===== src/sv/msp_pkg.sv =====
// ----------------------------------------------------------------------------
// msp_pkg: shared definitions for the multi-stack shared pool
// Pool geometry, operation and status codes, beat payload types, the
// controller/datapath command and status structs, and the value output helper.
// ----------------------------------------------------------------------------
package msp_pkg;

    // Pool geometry.
    localparam int POOL_DEPTH  = 128;
    localparam int DATA_WIDTH  = 32;
    localparam int NUM_STACKS  = 3;

    localparam int ADDR_W      = $clog2(POOL_DEPTH);
    localparam int CNT_W       = $clog2(POOL_DEPTH + 1);
    localparam int SIDX_W      = (NUM_STACKS > 1) ? $clog2(NUM_STACKS) : 1;
    localparam int ENTRY_W     = DATA_WIDTH + ADDR_W;

    // The free-slot search looks at the used bits in groups of eight.
    localparam int GROUP_SIZE  = 8;
    localparam int GROUP_IDX_W = 3;
    localparam int NUM_GROUPS  = (POOL_DEPTH + GROUP_SIZE - 1) / GROUP_SIZE;

    // Operation codes.
    localparam logic [1:0] OP_PUSH = 2'd0;
    localparam logic [1:0] OP_POP  = 2'd1;
    localparam logic [1:0] OP_PEEK = 2'd2;
    localparam logic [1:0] OP_RSVD = 2'd3;

    // Status codes.
    localparam logic [1:0] ST_OK    = 2'd0;
    localparam logic [1:0] ST_FULL  = 2'd1;
    localparam logic [1:0] ST_EMPTY = 2'd2;

    // Input beat.
    typedef struct packed {
        logic [1:0]         opcode;
        logic [1:0]         stack_sel;
        logic signed [31:0] push_value;
    } in_item_t;

    // Result beat.
    typedef struct packed {
        logic [1:0]         status;
        logic signed [31:0] top_value;
        logic [7:0]         stack_count;
        logic               is_empty;
    } out_item_t;

    // Lowest free slot, or full when every slot is taken.
    typedef struct packed {
        logic              full;
        logic [ADDR_W-1:0] slot;
    } free_t;

    // Commands from the controller to the datapath.
    typedef struct packed {
        logic load_item;
        logic exec;
        logic reread;
        logic fill;
    } cmd_t;

    // Status from the datapath to the controller.
    typedef struct packed {
        logic out_busy;
    } dp_status_t;

    // Sign-extend a stored value and return its low 32 bits.
    function automatic logic [31:0] value_out(input logic [DATA_WIDTH-1:0] stored);
        logic signed [63:0] wide;
        wide = 64'(signed'(stored));
        return wide[31:0];
    endfunction

endpackage


===== src/sv/msp_ctrl.sv =====
// ----------------------------------------------------------------------------
// msp_ctrl: operation sequencer
// Steps each accepted beat through execute, top re-read and result fill,
// holding in fill while the previous result beat has not been taken.
// ----------------------------------------------------------------------------
module msp_ctrl
    import msp_pkg::*;
(
    input  logic       aclk,
    input  logic       aresetn,
    input  logic       s_valid,
    output logic       s_ready,
    output cmd_t       cmd_o,
    input  dp_status_t status_i
);

    localparam logic [1:0] S_IDLE   = 2'd0;
    localparam logic [1:0] S_EXEC   = 2'd1;
    localparam logic [1:0] S_REREAD = 2'd2;
    localparam logic [1:0] S_FILL   = 2'd3;

    logic [1:0] state_reg;
    logic [1:0] state_next;

    // Next-state logic.
    always_comb begin
        state_next = state_reg;
        unique case (state_reg)
            S_IDLE:   if (s_valid) state_next = S_EXEC;
            S_EXEC:   state_next = S_REREAD;
            S_REREAD: state_next = S_FILL;
            S_FILL:   if (!status_i.out_busy) state_next = S_IDLE;
            default:  state_next = S_IDLE;
        endcase
    end

    always_ff @(posedge aclk) begin
        if (!aresetn) begin
            state_reg <= S_IDLE;
        end else begin
            state_reg <= state_next;
        end
    end

    // Commands to the datapath.
    assign s_ready         = (state_reg == S_IDLE);
    assign cmd_o.load_item = s_valid && s_ready;
    assign cmd_o.exec      = (state_reg == S_EXEC);
    assign cmd_o.reread    = (state_reg == S_REREAD);
    assign cmd_o.fill      = (state_reg == S_FILL) && !status_i.out_busy;

`ifndef SYNTHESIS
    // A pending result holds the sequencer in fill.
    a_hold_in_fill: assert property (@(posedge aclk) disable iff (!aresetn)
        (state_reg == S_FILL && status_i.out_busy) |=> (state_reg == S_FILL))
        else $error("left fill while the result beat was pending");
`endif

endmodule


===== config.mk =====
export PLATFORM = sky130hd
export DESIGN_NAME = msp_ctrl
export DESIGN_NICKNAME = d
export VERILOG_FILES = /design/src/sv/msp_pkg.sv /design/src/sv/msp_ctrl.sv
export SDC_FILE = /design/constraint.sdc
export NUM_CORES = 1
export LEC_CHECK = 0
export BUFFER_PORTS_ARGS = -buffer_cell sky130_fd_sc_hd__clkbuf_2
export CORE_AREA = 2 2 39 41
export DETAILED_ROUTE_END_ITERATION = 6
export DIE_AREA = 0 0 41 43
export GPL_TIMING_DRIVEN = 1
export PLACE_DENSITY = 0.35
export SETUP_SLACK_MARGIN = 0.05
export SKIP_CTS_REPAIR_TIMING = 1
export SYNTH_ARGS = -nofsm -noshare
export SYNTH_HDL_FRONTEND = slang
export SYNTH_SLANG_ARGS = --single-unit

===== constraint.sdc =====
create_clock -name aclk -period 2 [get_ports aclk]
set_clock_uncertainty 0.1 [all_clocks]
set_input_delay 0.4 -clock aclk [delete_from_list [all_inputs] [get_ports aclk]]
set_output_delay 0.4 -clock aclk [all_outputs]
set_load 0.005 [all_outputs]

==> metrics.csv, run 1 <==
metric;value;unit
status;complete, no violations;
area_growth;50.0;%
wl_per_cell;8.14;um
drt_iter0_markers;5;
fin_crit_sh;83.4;%
wl;358;um
cts.htree.levels;1;
critPathKind;flip-flop to output pin;
synth_top_area_share;30.3;%
hold_path_depth;2;
gr-total-overflow;0;
hold_path_class;input pin to flip-flop;
r2r_slack;720;ps
worst_pin_slew;188;ps
hold_start;aresetn;
clk_latency;220;ps
drc;0;
drtAntennaViolNets;0;
tns;0;ps
arrival;1170;ps
fp-row-count;14;
cts-root-buf;clkbuf_4;
die_w;41;um
synth_nets;25;
hold_violations;0;
antenna_cells;0;
cp.required;1500;ps
antenna_found_initial;0;
grt_start_max_net_pins;5;
synth_area_leaders;ha_1, dfxtp_1, a22oi_2;
reg2regPathDepth;4;
slowest_stage;dfxtp_1;
syn_area;165;sq um
nNetsFinal;38;
ios;9;
clk_pin_slew;30;ps
finish.utilization;17.9;%
gp_routability_congestion;0.612;
largest_reg_flops;2;
synth-seq-cells;2;
ys_warn_count;0;
fp.dieH;43;um
drive_gt1_share;46.4;%
grt_pass1_vias;156;
clock-sinks;2;
crit_fanout;4;
grt_pass1_wl;593;um
numCtsBuffers;3;
layout_min_cycle_time;1670;ps
rsz0062_at_grt;false;
end_kind;output pin;
port_buffers;8;
cp-start-kind;flip-flop;
final_max_slew_viol_count;0;
syn_avg_cell_area;9.72;sq um
syn_inst;17;
power_leakage;0.141;nW
cpPeakStageDelay;370;ps
crit_chain;inv_1 > ha_1 > and2_1 > clkbuf_2;
total_power;0.296;mW
peakVddDrop;0.000424;V
layout_commonest_cell;clkbuf_2;
core-area;1380;sq um
ys_types;10;
synth.largest_area_cell;ha_1;
setup_viol;0;
r2r_end;state_reg[1]$_SDFFE_PN0P_;
firstDrtPassIters;4;
cp_num_buf_inv;2;
max_cap_viol_count;0;
synth_seq_area_share;24.2;%
start_util;11.9;%
cts_tree;built;
layout_common_cells;clkbuf_2, ha_1, inv_1, clkbuf_4;
num_vias;151;
holdPathEnd;state_reg[0]$_SDFFE_PN0P_;
die_area;1760;sq um
critPathTopFamily;flip-flops;
rr_startpoint;state_reg[0]$_SDFFE_PN0P_;
p_per_area;1200;nW/um^2
clock.fmax;599;MHz
clockBufferDepth;2;
vias_per_cell;3.43;
slew_headroom;87.5;%
track_usage;5.11;%
==> worst max-delay path by stage <==
stage | from | depth (start not counted) | slack (ps) | endpoint
after CTS | state_reg[0]$_SDFFE_PN0P_ | 4 | 310 | cmd_o[3]
final | state_reg[0]$_SDFFE_PN0P_ | 4 | 330 | cmd_o[3]
after detailed placement | state_reg[0]$_SDFFE_PN0P_ | 4 | 560 | cmd_o[3]
after global routing | state_reg[0]$_SDFFE_PN0P_ | 4 | 250 | cmd_o[3]
after global placement | state_reg[0]$_SDFFE_PN0P_ | 4 | 590 | cmd_o[3]
after floorplan | state_reg[0]$_SDFFE_PN0P_ | 3 | 690 | cmd_o[3]
==> synth_stat cells <==
cell / instances
ha_1: 4
and2_1: 1
o211a_1: 1
mux2i_1: 1
dfxtp_1: 2
and2b_2: 1
a22oi_2: 1
inv_1: 3
nand2_1: 2
a211o_1: 1
==> logic make-up (layout without fill, tap and decap cells) <==
kind of cell	Yosys count	in the layout	synth area share (%)
fa+ha+maj	4	4	30.3
simple gates	4	4	13.6
compound gates	3	3	18.9
buf+inv	3	14	6.82
flops	2	2	24.2
mux	1	1	6.06
==> worst reg2reg max path, stage by stage, from the launching register on <==
cell and delay, ps:
dfxtp_1 370, inv_1 80, ha_1 240, a22oi_2 210
mux2i_1 200
==> final cells by class <==
type                       count  area, sq um
fill                         151         1140
multi-input combinational     12          114
sequential                     2         40.0
timing repair buffer           8         40.0
clock buffer                   3         22.5
tap                           16         20.0
inverter                       3         11.3
==> where the power goes <==
group	internal (mW)	total (mW)	switching (mW)	leakage (nW)
Sequential	0.0551	0.0706	0.0155	0.0166
Clock	0.0661	0.0880	0.0219	0.0138
Combinational	0.0722	0.138	0.0656	0.111
==> routing by layer <==
metal,global-route usage (%),share of wire (%)
met1,5.75,50
met2,6.25,31
met3,3.66,19
met4,4.00,0
met5,0,0
==> metrics by stage <==
step | hold slack [ps] | worst slack [ps] | cells | cell area, sq um
after detailed placement | 398 | 563 | 41 | 225
final | 325 | 332 | 44 | 248
after global placement | 397 | 587 | 41 | 225
after global routing | 333 | 248 | 44 | 248
after CTS | 318 | 315 | 44 | 248
after floorplan | 368 | 694 | 17 | 165
(Power assumes the default switching activity.)
==> run 2: changes to the inputs <==
ABC_AREA = 1   (was unset)
clock period = 1.6 ns   (was 2 ns; I/O delays follow)
==> metrics.csv, run 2 <==
metric;value;unit;change
status;complete, no violations;;
grt_start_max_net_pins;5;;unchanged
multi_input_area;110;sq um;-3.3%
tns;0;ps;unchanged
syn_avg_cell_area;6.81;sq um;-30%
cpPeakStageDelay;330;ps;-40 ps
cp-start-kind;flip-flop;;
crit_fanout;4;;unchanged
power_leakage;0.148;nW;+4.8%
gr-total-overflow;0;;unchanged
synth-seq-cells;2;;unchanged
drtAntennaViolNets;0;;unchanged
die_w;41;um;unchanged
ys_warn_count;0;;unchanged
die_area;1760;sq um;unchanged
critPathLaunch;state_reg[0]$_SDFFE_PN0P_;;
gp_routability_congestion;0.672;;+9.8%
ff_latch_area;42.5;sq um;+6.2%
n_fill_cell;173;;+15%
synthTopCellsByCount;inv_1, ha_1, nand2_1, nor2_1;;
fin_area;258;sq um;+4.0%
max_cap_viol_count;0;;unchanged
port_buffers;8;;unchanged
clock.fmax;687;MHz;
cp.required;1180;ps;-320 ps
drive_gt1_share;44.4;%;-2.0 points
drt_iter0_markers;0;;-5
ys_types;8;;-2
setup_viol;0;;unchanged
p_per_area;1660;nW/um^2;+39%
ios;9;;unchanged
synth.most_common_cell;inv_1;;
layout_min_cycle_time;1460;ps;
ys_async_sr_fraction;0;%;unchanged
end_kind;output pin;;
slew_headroom;91.8;%;+4.3 points
nNetsFinal;46;;+21%
cts.htree.levels;1;;unchanged
fin_crit_sh;91.0;%;
slowest_stage;dfxtp_2;;
rr_startpoint;state_reg[1]$_SDFFE_PN0P_;;
peakVddDrop;0.000334;V;-21%
cts-root-buf;clkbuf_4;;
path_common_cell;inv_1;;
syn_area;170;sq um;+3.0%
synth_area_leaders;ha_1, dfxtp_1, inv_1;;
fp-row-count;14;;unchanged
layout_commonest_cell;clkbuf_2;;
core-area;1380;sq um;unchanged
antenna_found_initial;0;;unchanged
crit_chain;inv_1 > ha_2 > nand2_1 > inv_1 > clkbuf_2;;
synth_nets;33;;+32%
wl;356;um;-0.56%
clk_pin_slew;30;ps;about the same
ys.flop_type;dfxtp_1;;
fp.dieH;43;um;unchanged
cts_tree;built;;
synth.largest_area_cell;ha_1;;
num_vias;174;;+15%
clockBufferDepth;2;;unchanged
worst_pin_slew;124;ps;-64.0 ps
start_util;12.3;%;+0.36 points
place_area;230;sq um;+2.2%
arrival;1040;ps;-130 ps
area_growth;51.5;%;
drc;0;;unchanged
largest_reg_flops;2;;unchanged
numCtsBuffers;3;;unchanged
hold_violations;0;;unchanged
hold_start;aresetn;;
pre_cts_ws;267;ps;-296 ps
vias_per_cell;3.35;;-2.5%
track_usage;5.11;%;-0.0051 points
wl_per_cell;6.85;um;-16%
setup_ws;145;ps;-187 ps
synth_edf_count;0;;unchanged
critPathKind;flip-flop to output pin;;
firstDrtPassIters;1;;-3
final_max_slew_viol_count;0;;unchanged
rsz0062_at_grt;false;;
synth_top_area_share;29.4;%;-0.89 points
hold_path_class;input pin to flip-flop;;
clk_latency;220;ps;about the same
antenna_cells;0;;unchanged
synth_seq_area_share;23.5;%;-0.71 points
grt_pass1_wl;565;um;-4.7%
syn_inst;25;;+8
grt_pass1_vias;166;;+6.4%
dpl.hpwl;297;um;
clock-sinks;2;;unchanged
layout_common_cells;clkbuf_2, inv_1, nand2_1, nor2_1;;
run 2: power by group:
| part | total (mW) | leakage [nW] | switching [mW] | internal (mW) |
|---|---|---|---|---|
| combinational | 0.218 | 0.117 | 0.116 | 0.102 |
| clock | 0.109 | 0.0138 | 0.0267 | 0.0826 |
| sequential | 0.101 | 0.0172 | 0.0242 | 0.0771 |
| total | 0.428 | 0.148 | 0.166 | 0.262 |
run 2: stage by stage:
stage | util, % | hold slack (ps) | instances | power [mW]
floorplan | - | 341 | 25 | 0.238
global placement | 16.6 | 455 | 49 | 0.316
detailed placement | 16.6 | 453 | 49 | 0.319
CTS | 18.3 | 220 | 52 | 0.438
finish | 18.6 | 218 | 52 | 0.428
global route | 18.6 | 250 | 52 | 0.485
run 2: path summary, 6_finish.rpt:
kind,endpoint,slack (ps),cells past startpoint
hold reg to reg,state_reg[0]$_SDFFE_PN0P_,400,2
setup reg to reg,state_reg[1]$_SDFFE_PN0P_,490,6
hold / removal,state_reg[0]$_SDFFE_PN0P_,220,3
setup / recovery,cmd_o[3],140,5
run 2: logic make-up (layout without fill, tap and decap cells):
family	after synthesis	after routing	share of synthesized area (%)
buffers and inverters	6	17	13.2
adders and majority gates	4	4	29.4
and+or+nand+nor	11	11	27.9
DFF	2	2	23.5
AOI/OAI and AO/OA	2	2	5.88
run 2: final cells by class:
| type | instances | area share [%] |
|---|---|---|
| flip-flops and latches | 2 | 16.5 |
| repair buffers | 8 | 15.5 |
| well taps | 16 | 7.77 |
| inverters | 6 | 8.74 |
| clock buffers | 3 | 8.74 |
| multi-input cells | 17 | 42.7 |
run 2: worst max-delay path, delay by kind of cell (launching register included):
kind,cells,cell delay [ps]
adders and majority gates,1,210
buffers and inverters,3,220
DFF,1,330
and+or+nand+nor,1,60
run 2: layer usage:
metal	up-vias	GRT usage, %	routed length (um)
li1	95	-	-
met3	0	1.57	24
met1	74	5.10	144
met5	-	0	0
met4	0	6.00	0
met2	5	7.19	188
==> run 3: changes to the inputs <==
PLACE_DENSITY = 0.3   (was 0.35)
TNS_END_PERCENT = 30   (was unset)
==> metrics.csv, run 3 (same netlist as run 2, synthesis figures left out) <==
metric;value;unit;change
p_comb_share;51.7;%;+0.9 points
dp.cells;49;;unchanged
largest_reg_flops;2;;unchanged
peakVddDrop;0.000532;V;+59%
drt_iter0_markers;5;;+5
layout_common_cells;clkbuf_2, inv_1, nand2_1, nor2_1, clkbuf_4;;
wl_per_cell;7.75;um;+13%
die_w;41;um;unchanged
grt_pass1_vias;159;;-4.2%
p_seq_share;23.1;%;-0.5 points
port_buffers;8;;unchanged
clockBufferDepth;2;;unchanged
clock.fmax;677;MHz;-1.5%
clk_pin_slew;30;ps;about the same
clock-sinks;2;;unchanged
hold_start;aresetn;;
p_sw_share;39.9;%;+0.99 points
antenna_found_initial;0;;unchanged
max_cap_viol_count;0;;unchanged
power_frac_clock;25.1;%;-0.4 points
core-area;1380;sq um;unchanged
setup_viol;0;;unchanged
fin_area;260;sq um;+0.97%
rsz0062_at_grt;true;;
nNetsFinal;46;;unchanged
slowest_stage;dfxtp_2;;
fp.dieH;43;um;unchanged
gr-total-overflow;0;;unchanged
cp.required;1180;ps;about the same
critPathLaunch;state_reg[0]$_SDFFE_PN0P_;;
ios;9;;unchanged
path_common_cell;inv_1;;
grt_pass1_wl;634;um;+12%
firstDrtPassIters;4;;+3
track_usage;6.01;%;+0.91 points
cpPeakStageDelay;330;ps;about the same
grt_start_max_net_pins;5;;unchanged
numCtsBuffers;3;;unchanged
end_kind;output pin;;
final_max_slew_viol_count;0;;unchanged
p_per_area;1690;nW/um^2;+1.7%
cts_tree;built;;
layout_commonest_cell;clkbuf_2;;
rr_startpoint;state_reg[0]$_SDFFE_PN0P_;;
drive_gt1_share;47.2;%;+2.8 points
fp-row-count;14;;unchanged
n_fill_cell;171;;-1.2%
status;complete, no violations;;
die_area;1760;sq um;unchanged
crit_fanout;4;;unchanged
crit_chain;inv_1 > ha_2 > nand2_1 > inv_1 > clkbuf_2;;
instances_no_fill;52;;unchanged
drc;0;;unchanged
critPathKind;flip-flop to output pin;;
power_leakage;0.146;nW;-1.6%
slew_headroom;92.5;%;+0.78 points
clk_latency;220;ps;about the same
area_growth;52.9;%;
cts.htree.levels;1;;unchanged
hold_path_class;input pin to flip-flop;;
vias_per_cell;3.40;;+1.7%
hold_violations;0;;unchanged
p_sw;0.175;mW;+5.3%
tns;0;ps;unchanged
cts-root-buf;clkbuf_4;;
start_util;12.3;%;unchanged
antenna_cells;0;;unchanged
place_area;230;sq um;unchanged
drtAntennaViolNets;0;;unchanged
cp-start-kind;flip-flop;;
worst_pin_slew;112;ps;-11.8 ps
fin_crit_sh;92.4;%;+1.4 points
dpl.hpwl;289;um;-2.8%
arrival;1060;ps;+20 ps
internal-power;0.264;mW;+1.0%
num_vias;177;;+1.7%
layout_min_cycle_time;1480;ps;+22.5 ps
wl;403;um;+13%
gp_routability_congestion;0.617;;-8.3%
## run 3: layer usage
layer,vias to the layer above,routed length (um),global-route usage (%)
li1,96,-,-
met1,76,152,7.03
met2,5,213,5.94
met3,0,37,3.66
met4,0,0,8.00
met5,-,0,0
## run 3: area by class of cell
class	count	area, sq um	share of cell area [%]
Multi-Input combinational cell	17	113	43.3
Timing Repair Buffer	8	40.0	15.4
Sequential cell	2	42.5	16.3
Tap cell	16	20.0	7.69
Clock buffer	3	22.5	8.65
Inverter	6	22.5	8.65
## run 3: critical path, delay by kind of cell (launching register included)
family / cells / cell delay, ps
adder cells (fa/ha/maj): 1 / 220
flip-flops: 1 / 330
buffers and inverters: 3 / 240
AND/OR/NAND/NOR: 1 / 60
## run 3: power groups by stage
stage | clock (mW) | combinational [mW] | sequential, mW
3_3_place_gp | 0 | 0.214 | 0.0966
6_report | 0.111 | 0.227 | 0.102
3_5_place_dp | 0 | 0.216 | 0.0983
2_1_floorplan | 0 | 0.148 | 0.0900
5_1_grt | 0.130 | 0.260 | 0.105
4_1_cts | 0.120 | 0.217 | 0.0974
## run 3: worst paths after layout
kind	endpoint	slack [ps]	depth (start not counted)
setup / recovery	cmd_o[3]	120	5
hold / removal	state_reg[1]$_SDFFE_PN0P_	210	3
setup reg to reg	state_reg[1]$_SDFFE_PN0P_	480	6
hold reg to reg	state_reg[0]$_SDFFE_PN0P_	410	2
## run 3: per-stage QoR
stage          util [%]  hold WS (ps)  power, mW  setup WS [ps]
2_1_floorplan         -           341      0.238            419
3_3_place_gp       16.6           442      0.311            287
3_5_place_dp       16.6           449      0.314            269
4_1_cts            18.3           213      0.434           25.2
5_1_grt            18.8           220      0.495           28.2
6_report           18.8           214      0.440            122
